<file path="src/hdl/cscf_pkg.sv">
`timescale 1ns / 1ps
// Package for the curtain servo and fan controller.
// Shared types, register indexes and constants; no dependencies.
package cscf_pkg;

    // Request kinds carried in req_type
    typedef enum logic [1:0] {
        REQ_TICK   = 2'd0,
        REQ_SAMPLE = 2'd1,
        REQ_BUTTON = 2'd2
    } req_kind_t;

    // Configuration register indexes
    localparam int unsigned CFG_INDEX_W = 2;
    localparam int unsigned CFG_DATA_W  = 10;
    localparam logic [CFG_INDEX_W-1:0] CFG_LIGHT_HIGH   = 2'd0;
    localparam logic [CFG_INDEX_W-1:0] CFG_LIGHT_LOW    = 2'd1;
    localparam logic [CFG_INDEX_W-1:0] CFG_SETTLE_TICKS = 2'd2;
    localparam logic [CFG_INDEX_W-1:0] CFG_RAMP_STEP    = 2'd3;

    // Register reset values
    localparam logic [6:0] LIGHT_HIGH_RST   = 7'd70;
    localparam logic [6:0] LIGHT_LOW_RST    = 7'd30;
    localparam logic [7:0] SETTLE_TICKS_RST = 8'd100;
    localparam logic [9:0] RAMP_STEP_RST    = 10'd20;

    // Servo pulse bounds in microseconds
    localparam logic [10:0] PULSE_MIN = 11'd1000;
    localparam logic [10:0] PULSE_MAX = 11'd2000;
    localparam logic signed [12:0] PULSE_MIN_S = 13'sd1000;
    localparam logic signed [12:0] PULSE_MAX_S = 13'sd2000;

    // Fan duty in tenths of a percent
    localparam logic [9:0] FAN_FULL = 10'd1000;
    localparam logic [9:0] FAN_BASE = 10'd350;
    localparam logic signed [12:0] TEMP_ON = 13'sd250;
    // Above this excess over TEMP_ON the linear duty passes full scale
    localparam logic signed [12:0] TEMP_SAT_EXCESS = 13'sd100;
    // Slope 6.5 per tenth of a degree, taken as 13/2
    localparam logic [10:0] FAN_SLOPE_X2 = 11'd13;

    typedef struct packed {
        logic [6:0] light_high;
        logic [6:0] light_low;
        logic [7:0] settle_ticks;
        logic [9:0] ramp_step;
    } cscf_cfg_t;

    typedef struct packed {
        logic [1:0]  req_type;
        logic [6:0]  light_pct;
        logic signed [11:0] temp_tenths;
        logic        limit_open;
        logic        limit_closed;
        logic        window_open;
        logic        presence;
        logic        rain;
        logic        cinema;
        logic        vent_max;
    } cscf_item_t;

    typedef struct packed {
        logic        manual_mode;
        logic        target_open;
        logic        physical_open;
        logic        moving;
        logic [7:0]  settle_count;
        logic [10:0] pulse;
        logic [9:0]  fan;
    } cscf_state_t;

endpackage

</file>
<file path="src/hdl/cscf_req_if.sv">
`timescale 1ns / 1ps
// Input channel of the curtain servo and fan controller.
// Valid/ready handshake with the request fields; no dependencies.
interface cscf_req_if;
    logic        valid;
    logic        ready;
    logic [1:0]  req_type;
    logic [6:0]  light_pct;
    logic signed [11:0] temp_tenths;
    logic        limit_open;
    logic        limit_closed;
    logic        window_open;
    logic        presence;
    logic        rain;
    logic        cinema;
    logic        vent_max;

    modport source (
        output valid, req_type, light_pct, temp_tenths, limit_open, limit_closed,
               window_open, presence, rain, cinema, vent_max,
        input  ready
    );
    modport sink (
        input  valid, req_type, light_pct, temp_tenths, limit_open, limit_closed,
               window_open, presence, rain, cinema, vent_max,
        output ready
    );
endinterface

</file>
<file path="src/hdl/cscf_res_if.sv">
`timescale 1ns / 1ps
// Result channel of the curtain servo and fan controller.
// Valid/ready handshake with the status fields; no dependencies.
interface cscf_res_if;
    logic        valid;
    logic        ready;
    logic [10:0] servo_pulse;
    logic [9:0]  fan_level;
    logic        curtain_is_open;
    logic        auto_on;
    logic        fan_on;
    logic        in_motion;

    modport source (
        output valid, servo_pulse, fan_level, curtain_is_open, auto_on, fan_on,
               in_motion,
        input  ready
    );
    modport sink (
        input  valid, servo_pulse, fan_level, curtain_is_open, auto_on, fan_on,
               in_motion,
        output ready
    );
endinterface

</file>
<file path="src/hdl/cscf_cfg_if.sv">
`timescale 1ns / 1ps
// Configuration write channel of the curtain servo and fan controller.
// Register index and write data with valid/ready; no dependencies.
interface cscf_cfg_if;
    logic       valid;
    logic       ready;
    logic [1:0] index;
    logic [9:0] data;

    modport source (output valid, index, data, input ready);
    modport sink   (input valid, index, data, output ready);
endinterface

</file>
<file path="src/hdl/cscf_step.sv">
`timescale 1ns / 1ps
// Next-state logic for one request word: servo ramp, settle counter,
// curtain target, fan duty and manual mode. Depends on cscf_pkg.
module cscf_step (
    input  cscf_pkg::cscf_cfg_t   cfg,
    input  cscf_pkg::cscf_item_t  item,
    input  cscf_pkg::cscf_state_t cur,
    output cscf_pkg::cscf_state_t nxt
);

    logic signed [12:0] pulse_s;
    logic signed [12:0] pulse_up;
    logic signed [12:0] pulse_dn;
    logic signed [12:0] pulse_o;
    logic signed [12:0] pulse_c;
    logic [7:0]         cnt_inc;
    logic signed [12:0] temp_ext;
    logic signed [12:0] excess;
    logic [10:0]        slope_x2;
    logic [9:0]         fan_lin;
    logic               target_s;

    // Ramp candidates, wide enough to hold overshoot either way
    assign pulse_s  = $signed({2'b00, cur.pulse});
    assign pulse_up = pulse_s + $signed({3'b000, cfg.ramp_step});
    assign pulse_dn = pulse_s - $signed({3'b000, cfg.ramp_step});
    assign pulse_o  = item.limit_open ? pulse_s : pulse_up;
    assign pulse_c  = item.limit_closed ? pulse_s : pulse_dn;
    assign cnt_inc  = cur.settle_count + 8'd1;

    // Fan: 350 + floor(excess * 13 / 2), only used below saturation
    assign temp_ext = $signed({item.temp_tenths[11], item.temp_tenths});
    assign excess   = temp_ext - cscf_pkg::TEMP_ON;
    assign slope_x2 = {4'b0000, excess[6:0]} * cscf_pkg::FAN_SLOPE_X2;
    assign fan_lin  = cscf_pkg::FAN_BASE + slope_x2[10:1];

    // Curtain target: light hysteresis, then closing forces, then window
    always_comb
    begin
        target_s = cur.target_open;
        if (item.light_pct > cfg.light_high)
            target_s = 1'b1;
        else if (item.light_pct < cfg.light_low)
            target_s = 1'b0;
        if (item.rain || item.cinema)
            target_s = 1'b0;
        if (item.window_open)
            target_s = 1'b1;
    end

    always_comb
    begin
        nxt = cur;
        case (item.req_type)
            cscf_pkg::REQ_TICK:
            begin
                if (!cur.manual_mode)
                begin
                    if (cur.moving)
                    begin
                        if (cur.target_open)
                        begin
                            nxt.pulse = pulse_o[10:0];
                            if (pulse_o >= cscf_pkg::PULSE_MAX_S || item.limit_open)
                            begin
                                if (pulse_o > cscf_pkg::PULSE_MAX_S)
                                    nxt.pulse = cscf_pkg::PULSE_MAX;
                                nxt.moving        = 1'b0;
                                nxt.physical_open = 1'b1;
                            end
                        end
                        else
                        begin
                            nxt.pulse = pulse_c[10:0];
                            if (pulse_c <= cscf_pkg::PULSE_MIN_S || item.limit_closed)
                            begin
                                if (pulse_c < cscf_pkg::PULSE_MIN_S)
                                    nxt.pulse = cscf_pkg::PULSE_MIN;
                                nxt.moving        = 1'b0;
                                nxt.physical_open = 1'b0;
                            end
                        end
                    end
                    else if (cur.target_open != cur.physical_open)
                    begin
                        if (cnt_inc >= cfg.settle_ticks)
                        begin
                            nxt.moving       = 1'b1;
                            nxt.settle_count = 8'd0;
                        end
                        else
                            nxt.settle_count = cnt_inc;
                    end
                    else
                        nxt.settle_count = 8'd0;
                end
            end
            cscf_pkg::REQ_SAMPLE:
            begin
                nxt.target_open = target_s;
                if (item.vent_max)
                    nxt.fan = cscf_pkg::FAN_FULL;
                else if (!item.window_open && item.presence && excess > 13'sd0
                         && !cur.manual_mode)
                begin
                    if (excess > cscf_pkg::TEMP_SAT_EXCESS)
                        nxt.fan = cscf_pkg::FAN_FULL;
                    else
                        nxt.fan = fan_lin;
                end
                else
                    nxt.fan = 10'd0;
            end
            cscf_pkg::REQ_BUTTON:
                nxt.manual_mode = !cur.manual_mode;
            default:
                nxt = cur;
        endcase
    end

endmodule

</file>
<file path="src/hdl/curtain_servo_and_fan_controller_top.sv">
`timescale 1ns / 1ps
// Top level of the curtain servo and fan controller.
// Depends on cscf_pkg, the three channel interfaces and cscf_step.
//
// Usage:
//   req  - request words: a 100 ms tick, a sensor sample or a button press.
//   res  - one status word per request: servo pulse, fan duty and flags,
//          reflecting the state after that request.
//   cfg  - register writes (light_high, light_low, settle_ticks, ramp_step),
//          always ready; write only while no request is in flight.
// Path: a request is taken into the input register, then the state update
// loads the result register.
// Throughput: one request per cycle while res is ready; the state update is a
// single pass of compare and add logic between the input and result registers.
// Reset: all control state clears, the pulse returns to 1000 us, the fan to
// zero, auto mode on and the registers to their defaults.
// Stall: while res is held off the result register keeps its word; the input
// register still takes one more word, after which req.ready drops until the
// result is taken.
module curtain_servo_and_fan_controller_top (
    input  logic        clk,
    input  logic        rst_n,
    cscf_req_if.sink    req,
    cscf_res_if.source  res,
    cscf_cfg_if.sink    cfg
);

    cscf_pkg::cscf_cfg_t   cfg_reg;
    cscf_pkg::cscf_item_t  item_reg;
    logic                  item_valid_reg;
    cscf_pkg::cscf_state_t state_reg;
    cscf_pkg::cscf_state_t state_next;
    logic                  res_valid_reg;
    logic                  res_free;
    logic                  advance;

    // Handshake flow
    assign res_free  = !res_valid_reg || res.ready;
    assign advance   = item_valid_reg && res_free;
    assign req.ready = !item_valid_reg || res_free;
    assign cfg.ready = 1'b1;

    // Write configuration registers
    always_ff @(posedge clk or negedge rst_n)
    begin
        if (!rst_n)
        begin
            cfg_reg.light_high   <= cscf_pkg::LIGHT_HIGH_RST;
            cfg_reg.light_low    <= cscf_pkg::LIGHT_LOW_RST;
            cfg_reg.settle_ticks <= cscf_pkg::SETTLE_TICKS_RST;
            cfg_reg.ramp_step    <= cscf_pkg::RAMP_STEP_RST;
        end
        else if (cfg.valid)
        begin
            unique case (cfg.index)
                cscf_pkg::CFG_LIGHT_HIGH:   cfg_reg.light_high   <= cfg.data[6:0];
                cscf_pkg::CFG_LIGHT_LOW:    cfg_reg.light_low    <= cfg.data[6:0];
                cscf_pkg::CFG_SETTLE_TICKS: cfg_reg.settle_ticks <= cfg.data[7:0];
                cscf_pkg::CFG_RAMP_STEP:    cfg_reg.ramp_step    <= cfg.data;
                default:                    cfg_reg              <= cfg_reg;
            endcase
        end
    end

    // Hold the incoming word
    always_ff @(posedge clk or negedge rst_n)
    begin
        if (!rst_n)
            item_valid_reg <= 1'b0;
        else if (req.ready)
            item_valid_reg <= req.valid;
    end

    always_ff @(posedge clk)
    begin
        if (req.ready && req.valid)
        begin
            item_reg.req_type     <= req.req_type;
            item_reg.light_pct    <= req.light_pct;
            item_reg.temp_tenths  <= req.temp_tenths;
            item_reg.limit_open   <= req.limit_open;
            item_reg.limit_closed <= req.limit_closed;
            item_reg.window_open  <= req.window_open;
            item_reg.presence     <= req.presence;
            item_reg.rain         <= req.rain;
            item_reg.cinema       <= req.cinema;
            item_reg.vent_max     <= req.vent_max;
        end
    end

    cscf_step u_step (
        .cfg  (cfg_reg),
        .item (item_reg),
        .cur  (state_reg),
        .nxt  (state_next)
    );

    // Advance state and load the result word
    always_ff @(posedge clk or negedge rst_n)
    begin
        if (!rst_n)
        begin
            state_reg.manual_mode   <= 1'b0;
            state_reg.target_open   <= 1'b0;
            state_reg.physical_open <= 1'b0;
            state_reg.moving        <= 1'b0;
            state_reg.settle_count  <= 8'd0;
            state_reg.pulse         <= cscf_pkg::PULSE_MIN;
            state_reg.fan           <= 10'd0;
            res_valid_reg           <= 1'b0;
        end
        else
        begin
            if (advance)
                state_reg <= state_next;
            if (res_free)
                res_valid_reg <= item_valid_reg;
        end
    end

    // Result word is the state after the last request
    assign res.valid           = res_valid_reg;
    assign res.servo_pulse     = state_reg.pulse;
    assign res.fan_level       = state_reg.fan;
    assign res.curtain_is_open = state_reg.physical_open;
    assign res.auto_on         = !state_reg.manual_mode;
    assign res.fan_on          = state_reg.fan != 10'd0;
    assign res.in_motion       = state_reg.moving;

`ifndef ASSERT_OFF
    // Servo pulse never leaves its travel range
    a_pulse_range: assert property (@(posedge clk) disable iff (!rst_n)
        state_reg.pulse >= cscf_pkg::PULSE_MIN && state_reg.pulse <= cscf_pkg::PULSE_MAX)
        else $error("servo pulse out of range");

    // Settle counter is cleared whenever the servo is ramping
    a_settle_clear: assert property (@(posedge clk) disable iff (!rst_n)
        state_reg.moving |-> state_reg.settle_count == 8'd0)
        else $error("settle count not cleared while moving");

    // A tick in manual mode moves nothing
    a_manual_tick: assert property (@(posedge clk) disable iff (!rst_n)
        (advance && item_reg.req_type == cscf_pkg::REQ_TICK && state_reg.manual_mode)
        |=> $stable(state_reg.pulse) && $stable(state_reg.moving)
            && $stable(state_reg.settle_count))
        else $error("manual-mode tick changed servo state");

    // State changes only when a word advances
    a_state_hold: assert property (@(posedge clk) disable iff (!rst_n)
        !advance |=> $stable(state_reg))
        else $error("state changed without an accepted word");

    // A stalled result keeps its word while the next one waits
    a_no_overrun: assert property (@(posedge clk) disable iff (!rst_n)
        (res_valid_reg && !res.ready && item_valid_reg) |=> item_valid_reg && res_valid_reg)
        else $error("pending word lost under stall");
`endif

endmodule

</file>
<file path="src/flat_wrapper.sv">
// flat-port wrapper written by rule: the top's interface ports become plain ports
module curtain_servo_and_fan_controller_top_flat 
  (clk, rst_n, req_valid, req_req_type, req_light_pct, req_temp_tenths, req_limit_open, req_limit_closed, req_window_open, req_presence, req_rain, req_cinema, req_vent_max, req_ready, res_valid, res_servo_pulse, res_fan_level, res_curtain_is_open, res_auto_on, res_fan_on, res_in_motion, res_ready, cfg_valid, cfg_index, cfg_data, cfg_ready);
  cscf_req_if req_i ();
  cscf_res_if res_i ();
  cscf_cfg_if cfg_i ();
  input  logic clk;
  input  logic rst_n;
  input wire logic [$bits(req_i.valid)-1:0] req_valid;
  input wire logic [$bits(req_i.req_type)-1:0] req_req_type;
  input wire logic [$bits(req_i.light_pct)-1:0] req_light_pct;
  input wire logic [$bits(req_i.temp_tenths)-1:0] req_temp_tenths;
  input wire logic [$bits(req_i.limit_open)-1:0] req_limit_open;
  input wire logic [$bits(req_i.limit_closed)-1:0] req_limit_closed;
  input wire logic [$bits(req_i.window_open)-1:0] req_window_open;
  input wire logic [$bits(req_i.presence)-1:0] req_presence;
  input wire logic [$bits(req_i.rain)-1:0] req_rain;
  input wire logic [$bits(req_i.cinema)-1:0] req_cinema;
  input wire logic [$bits(req_i.vent_max)-1:0] req_vent_max;
  output wire logic [$bits(req_i.ready)-1:0] req_ready;
  output wire logic [$bits(res_i.valid)-1:0] res_valid;
  output wire logic [$bits(res_i.servo_pulse)-1:0] res_servo_pulse;
  output wire logic [$bits(res_i.fan_level)-1:0] res_fan_level;
  output wire logic [$bits(res_i.curtain_is_open)-1:0] res_curtain_is_open;
  output wire logic [$bits(res_i.auto_on)-1:0] res_auto_on;
  output wire logic [$bits(res_i.fan_on)-1:0] res_fan_on;
  output wire logic [$bits(res_i.in_motion)-1:0] res_in_motion;
  input wire logic [$bits(res_i.ready)-1:0] res_ready;
  input wire logic [$bits(cfg_i.valid)-1:0] cfg_valid;
  input wire logic [$bits(cfg_i.index)-1:0] cfg_index;
  input wire logic [$bits(cfg_i.data)-1:0] cfg_data;
  output wire logic [$bits(cfg_i.ready)-1:0] cfg_ready;
  assign req_i.valid = req_valid;
  assign req_i.req_type = req_req_type;
  assign req_i.light_pct = req_light_pct;
  assign req_i.temp_tenths = req_temp_tenths;
  assign req_i.limit_open = req_limit_open;
  assign req_i.limit_closed = req_limit_closed;
  assign req_i.window_open = req_window_open;
  assign req_i.presence = req_presence;
  assign req_i.rain = req_rain;
  assign req_i.cinema = req_cinema;
  assign req_i.vent_max = req_vent_max;
  assign req_ready = req_i.ready;
  assign res_valid = res_i.valid;
  assign res_servo_pulse = res_i.servo_pulse;
  assign res_fan_level = res_i.fan_level;
  assign res_curtain_is_open = res_i.curtain_is_open;
  assign res_auto_on = res_i.auto_on;
  assign res_fan_on = res_i.fan_on;
  assign res_in_motion = res_i.in_motion;
  assign res_i.ready = res_ready;
  assign cfg_i.valid = cfg_valid;
  assign cfg_i.index = cfg_index;
  assign cfg_i.data = cfg_data;
  assign cfg_ready = cfg_i.ready;
  curtain_servo_and_fan_controller_top u_core (.clk(clk), .rst_n(rst_n), .req(req_i), .res(res_i), .cfg(cfg_i));
endmodule
</file>
<file path="config.mk">
export PLATFORM = sky130hd
export DESIGN_NAME = curtain_servo_and_fan_controller_top_flat
export DESIGN_NICKNAME = d
export VERILOG_FILES = /design/src/hdl/cscf_pkg.sv /design/src/hdl/cscf_req_if.sv /design/src/hdl/cscf_res_if.sv /design/src/hdl/cscf_cfg_if.sv /design/src/hdl/cscf_step.sv /design/src/hdl/curtain_servo_and_fan_controller_top.sv /design/src/flat_wrapper.sv
export SDC_FILE = /design/constraint.sdc
export NUM_CORES = 1
export LEC_CHECK = 0
export ABC_AREA = 0
export BUFFER_PORTS_ARGS = -buffer_cell sky130_fd_sc_hd__buf_2
export CELL_PAD_IN_SITES_DETAIL_PLACEMENT = 0
export CELL_PAD_IN_SITES_GLOBAL_PLACEMENT = 1
export CORE_MARGIN = 8
export CORE_UTILIZATION = 45
export DETAILED_ROUTE_END_ITERATION = 8
export PLACE_DENSITY = 0.86
export RECOVER_POWER = 25
export SYNTH_ARGS = -nofsm -noshare
export SYNTH_HDL_FRONTEND = slang
export SYNTH_SLANG_ARGS = --single-unit
</file>
<file path="constraint.sdc">
create_clock -name clk -period 8.2 [get_ports clk]
set_input_delay 0.41 -clock clk [delete_from_list [all_inputs] [get_ports clk]]
set_output_delay 0.41 -clock clk [all_outputs]
set_load 0.02 [all_outputs]
</file>
# Yosys cells after proc, flatten, opt, wreduce, memory -nomap -nowiden
# Cells that the tools add are included.
[classes]
n_div = 0
reduce_logical = 30
mux = 22
n_bitwise = 2
magnitude_cmp = 9
n_eq_ne = 7
n_mul = 1
add_sub_neg = 5
n_shift = 0
[op_table]
columns = ["cell", "n"]
rows = [
  ["$mux 11", 5],
  ["$mux 10", 3],
  ["$mux 13", 2],
  ["$mux 8", 2],
  ["$ge 13x12->1 const B", 1],
  ["$gt 13x1->1 const B", 1],
  ["$gt 13x12->1 const B", 1],
  ["$gt 13x8->1 const B", 1],
  ["$le 13x11->1 const B", 1],
  ["$lt 13x11->1 const B", 1],
  ["$sub 12x9->13 const B", 1],
  ["$add 11x10->12", 1],
  ["$reduce_and 2->1", 6],
  ["$sub 11x10->12", 1],
  ["$mul 7x4->11 const B", 1],
  ["$add 9x10->10 const A", 1],
  ["$reduce_bool 10->1", 1],
  ["$add 8x1->8 const B", 1],
  ["$ge 8x8->1", 1],
  ["$reduce_and 4->1", 2],
  ["$gt 7x7->1", 1],
  ["$lt 7x7->1", 1],
  ["$mux 1", 7],
  ["$eq 2x2->1 const B", 3],
  ["other kinds (13)", 30],
]
[totals]
elab_cells = 99
ff_bits = 95
inputBits = 45
ramBits = 0
mem_bits_ro = 0
n_memories = 0
output_inout_bits = 28
latchBits = 0

# Longest topological paths before layout
[depth]
word_depth = 7
ltp_mapped = 17
depth_no_buf = 17

# By module
# Synthesis repeated with hierarchy kept, for this count alone.
[unflattened]
hier_cells = 741
area_unflattened_um2 = 7283.2
[modules_own_cells]
columns = ["mod", "instances", "cells_per_inst", "seq_area_each_um2", "area_per_inst_um2"]
rows = [
  ["cscf_step", 1, 540, 0.0, 3704.8],
  ["curtain_servo_and_fan_controller_top", 1, 201, 2539.9, 3578.4],
]

# Worst setup path before layout
# No wires, ideal clock.
[synth_path]
path_type = "register to register"
startpoint = "reg u_core.item_reg[8] (netlist bit)"
endpoint = "reg u_core.state_reg (netlist bit u_core.res.fan_level[9])"
stages_incl_launch_ff = 18
path_buffers = 0
t_arrival_ns = 3.665
setup_ns = 0.104
synth_period_minus_slack_ns = 3.769
required_ns = 8.096
slack_ns = 4.431
path_cell_list = "edfxtp_1 > inv_1 > ha_1 > nor2_1 > xor2_1 > inv_1 > fa_1 > inv_1 > ha_1 > a21o_1 > a21oi_1 > o21bai_1 > a21oi_1 > xor2_1 > o21ai_0 > xnor2_1 > xnor2_1 > a221oi_1"
[synth_between]
elab_chain_len = 6
word_cells_on_any_way = 10
classes_between = "add/sub: 2; mul: 1; order compare: 2; mux: 3; reduce/logical: 2"
[synth_rtl]
columns = ["item", "line_no", "source"]
rows = [
  ["start, declared", "curtain_servo_and_fan_controller_top.sv:29", "cscf_pkg::cscf_item_t item_reg;"],
  ["$sub 12x9->13 *", "cscf_step.sv:33", "assign excess = temp_ext - cscf_pkg::TEMP_ON;"],
  ["$mul 7x4->11 / $gt 13x1->1 (equally long branches)", "cscf_step.sv:34, cscf_step.sv:103", ""],
  ["$add 9x10->10 / $logic_and 1x1->1 (equally long branches)", "cscf_step.sv:35, cscf_step.sv:103", ""],
  ["$mux 10 / $logic_and 1x1->1 (equally long branches)", "cscf_step.sv:106, cscf_step.sv:104", ""],
  ["$mux 10 *", "cscf_step.sv:103", "else if (!item.window_open && item.presence && excess > 13'sd0"],
  ["$mux 10 *", "cscf_step.sv:101", "if (item.vent_max)"],
  ["end signal, assigned", "curtain_servo_and_fan_controller_top.sv:115", "state_reg <= state_next;"],
  ["end, declared", "curtain_servo_and_fan_controller_top.sv:31", "cscf_pkg::cscf_state_t state_reg;"],
]
# Every way passes the cells marked *; elsewhere a longest branch is shown, timed or not.
# A chain may end at the register's enable or synchronous reset.

# Worst setup path in the final report
# Ends and elaborated chain as after synthesis.

==> out/metrics.cfg <==
[outcome]
status = finished, violations left
violations = capacitance limit, slew limit

[final_layout]
synthToLayoutAreaGrowth_pct = 10.2
utilization_pct = 50.9
fillCellCount = 1291
instances_no_fill = 927
multi_input_area_sq_um = 3700
num-nets-final = 859
largest_reg_flops = 32
regArea_sq_um = 2540
antenna_cells = 0
drive_gt1_share_pct = 18.8

[critical_path]
startpoint_type = register
reg2regPathDepth = 17
worstPathMaxFanout = 6
critPathLaunch = u_core.item_reg[8]$_DFFE_PP_
worstSetupPathType = register to register
r2r_start = u_core.item_reg[8]$_DFFE_PP_
endpoint_kind = register
critPathArrivalTime_ns = 4.41
reg2reg_to = u_core.res.fan_level[9]$_DFFE_PN0P_
ff2ff_setup_slack_ns = 4.04
required_ns = 8.45

[clock_network]
path_clk_slew_ns = 0.07
cts_hold_buf = 0
htreeDepth = 3
clock-sinks = 95
cts_resized = 0
cts_tree = yes
cts_buffer_depth = 2
numCtsBuffers = 9
cts-root-buf = clkbuf_16
cts_setup_buffers = 0
clkLatencyLatePin_ns = 0.35

[global_routing]
grt_util_met2_pct = 25.0
antenna_found_initial = 0
use_met3_pct = 3.18
grt_pass1_wl_um = 25500
grt-ovfl-total = 0
grt_max_degree = 68
grt_pass1_vias = 5207
track_usage_pct = 15.9
met1_usage_pct = 21.0
busiest_layer = met2

[synth]
ys_warn_count = 0
async_flop_share_pct = 70.5
synth_compound_area_share_pct = 17.6
syn_area_sq_um = 6740
ys_seq_area_share_pct = 37.7
synth_xor_area_share_pct = 4.42
synth_top_family_by_area = compound AO/OA/AOI/OAI gates
syn_area_per_cell_sq_um = 9.75
yosysMostFrequentCell = inv_1
ys_ff_latch = 95
synth_cells = 691
synth_top_area_cell = dfrtp_1
synth_cell_types = 70
synthTopCellsByArea = dfrtp_1 (18%), ha_1 (13%), edfxtp_1 (12%), dfstp_2 (7.0%), mux2_2 (4.3%)
synthTopCellsByCount = inv_1 (71), ha_1 (70), dfrtp_1 (49)
synthSimpleGateAreaFrac_pct = 13.5
synth_edf_count = 28
synthAdderAreaFrac_pct = 14.8
ys.flop_type = dfrtp_1
synth_top_area_share_pct = 18.2
synthMuxAreaShare_pct = 4.49
syn_nets = 812

[route]
wl_per_cell_um = 16.2
num_vias = 5118
drc_errors = 0
dr.pass1.iters = 4
viasPerCell = 5.52
drt_iter0_drc = 200
routed_wl_um = 15000
ant_nets = 0

[timing]
clock_skew_ns = 0.00650
setup_viol = 0
whs_ns = 0.232
slew_headroom_pct = -146
rsz0062_at_grt = no
finalSetupTns_ns = 0
fin_crit_sh_pct = 50.7
hold_viol = 0
worst_pin_slew_ns = 3.68
fmax_mhz = 240
finalCriticalPeriod_ns = 4.16
final_max_slew_viol_count = 68

[placement]
gp_congestion = 0.908
portBuffers = 71
dp_cells = 911
place_hpwl_um = 11700

[pwr]
power_density_nw_per_um2 = 234
p_leak_nw = 3.42
p_int_mw = 1.12
power.share.sequential_pct = 36.5
power.switching_mw = 0.624
p_comb_share_pct = 37.2
pwr-share-clk_pct = 26.3
switching_share_pct = 35.9
peakVddDrop_mv = 0.148

[floorplan]
fp.dieArea_sq_um = 19200
die_h_um = 138
initial_core_util_pct = 46.2
rows = 44
die_w_um = 138
ios = 73
core_sq_um = 14600

[flow_run]
drv_cap = 1

[min_path]
min_from = req_vent_max
worstHoldPathCells = 1
hold_class = primary input to register
whs_endpoint = u_core.item_reg[0]$_DFFE_PP_

## worst max-delay path, cell delays in order, from the launching register on
cell      delay (ns)
edfxtp_1        0.45
inv_1           0.11
ha_1            0.24
nor2_1          0.18
xor2_1          0.36
inv_1           0.18
fa_1            0.55
inv_1           0.04
ha_1            0.33
a21o_1          0.19
a21oi_1         0.24
o21bai_1        0.09
a21oi_1         0.18
xor2_1          0.21
o21ai_0         0.14
xnor2_1         0.16
xnor2_1         0.13
a221oi_1        0.26
## final cells by class
| class | count | share of cell area (%) |
|---|---|---|
| repair buffers | 74 | 4.97 |
| flip-flops and latches | 95 | 34.2 |
| clock buffers | 9 | 3.03 |
| well taps | 184 | 3.10 |
| clock inverters | 7 | 1.28 |
| multi-input cells | 487 | 49.8 |
| inverters | 71 | 3.59 |
## cell families after synthesis
group,after synthesis
AND/OR/NAND/NOR,178
AO/OA/AOI/OAI,171
buffers and inverters,109
flip-flops,95
adder cells (fa/ha/maj),76
XOR/XNOR,34
multiplexers,27
other,1
## placed cells by master (no fill, tap or decap), drive strengths merged, types with 20 or more instances in the layout
master / n
a21oi: 38
buf: 71
dfrtp: 49
edfxtp: 28
ha: 70
inv: 73
mux2: 26
nand2: 41
nor2: 37
o21ai: 44
xnor2: 20
## power by group through the flow
stage	combinational [mW]	sequential, mW	clock, mW
after global routing	0.732	0.646	0.492
after global placement	0.630	0.640	0
final	0.648	0.635	0.457
after CTS	0.651	0.635	0.468
after detailed placement	0.646	0.644	0
after floorplan	0.531	0.613	0
## through the flow
step | setup slack [ns] | instance area [sq um] | total power [mW]
floorplan | 4.43 | 6740 | 1.14
global placement | 4.22 | 7110 | 1.27
detailed placement | 4.08 | 7110 | 1.29
CTS | 4.05 | 7430 | 1.75
global route | 3.71 | 7420 | 1.87
finish | 4.04 | 7420 | 1.74
## how the worst max path moves through the flow
stage	to	slack, ns
6_report	u_core.res.fan_level[9]$_DFFE_PN0P_	4.04
5_1_grt	u_core.res.fan_level[9]$_DFFE_PN0P_	3.71
4_1_cts	u_core.res.fan_level[9]$_DFFE_PN0P_	4.05
3_5_place_dp	u_core.res.fan_level[9]$_DFFE_PN0P_	4.08
3_3_place_gp	u_core.res.fan_level[9]$_DFFE_PN0P_	4.22
2_1_floorplan	u_core.res.fan_level[9]$_DFFE_PN0P_	4.43
## routing by layer
layer	vias up	share of wire [%]
li1	2537	-
met1	2441	49
met2	114	45
met3	26	4.1
met4	0	2.2
met5	-	0
Power figures use the tool's default switching activity.
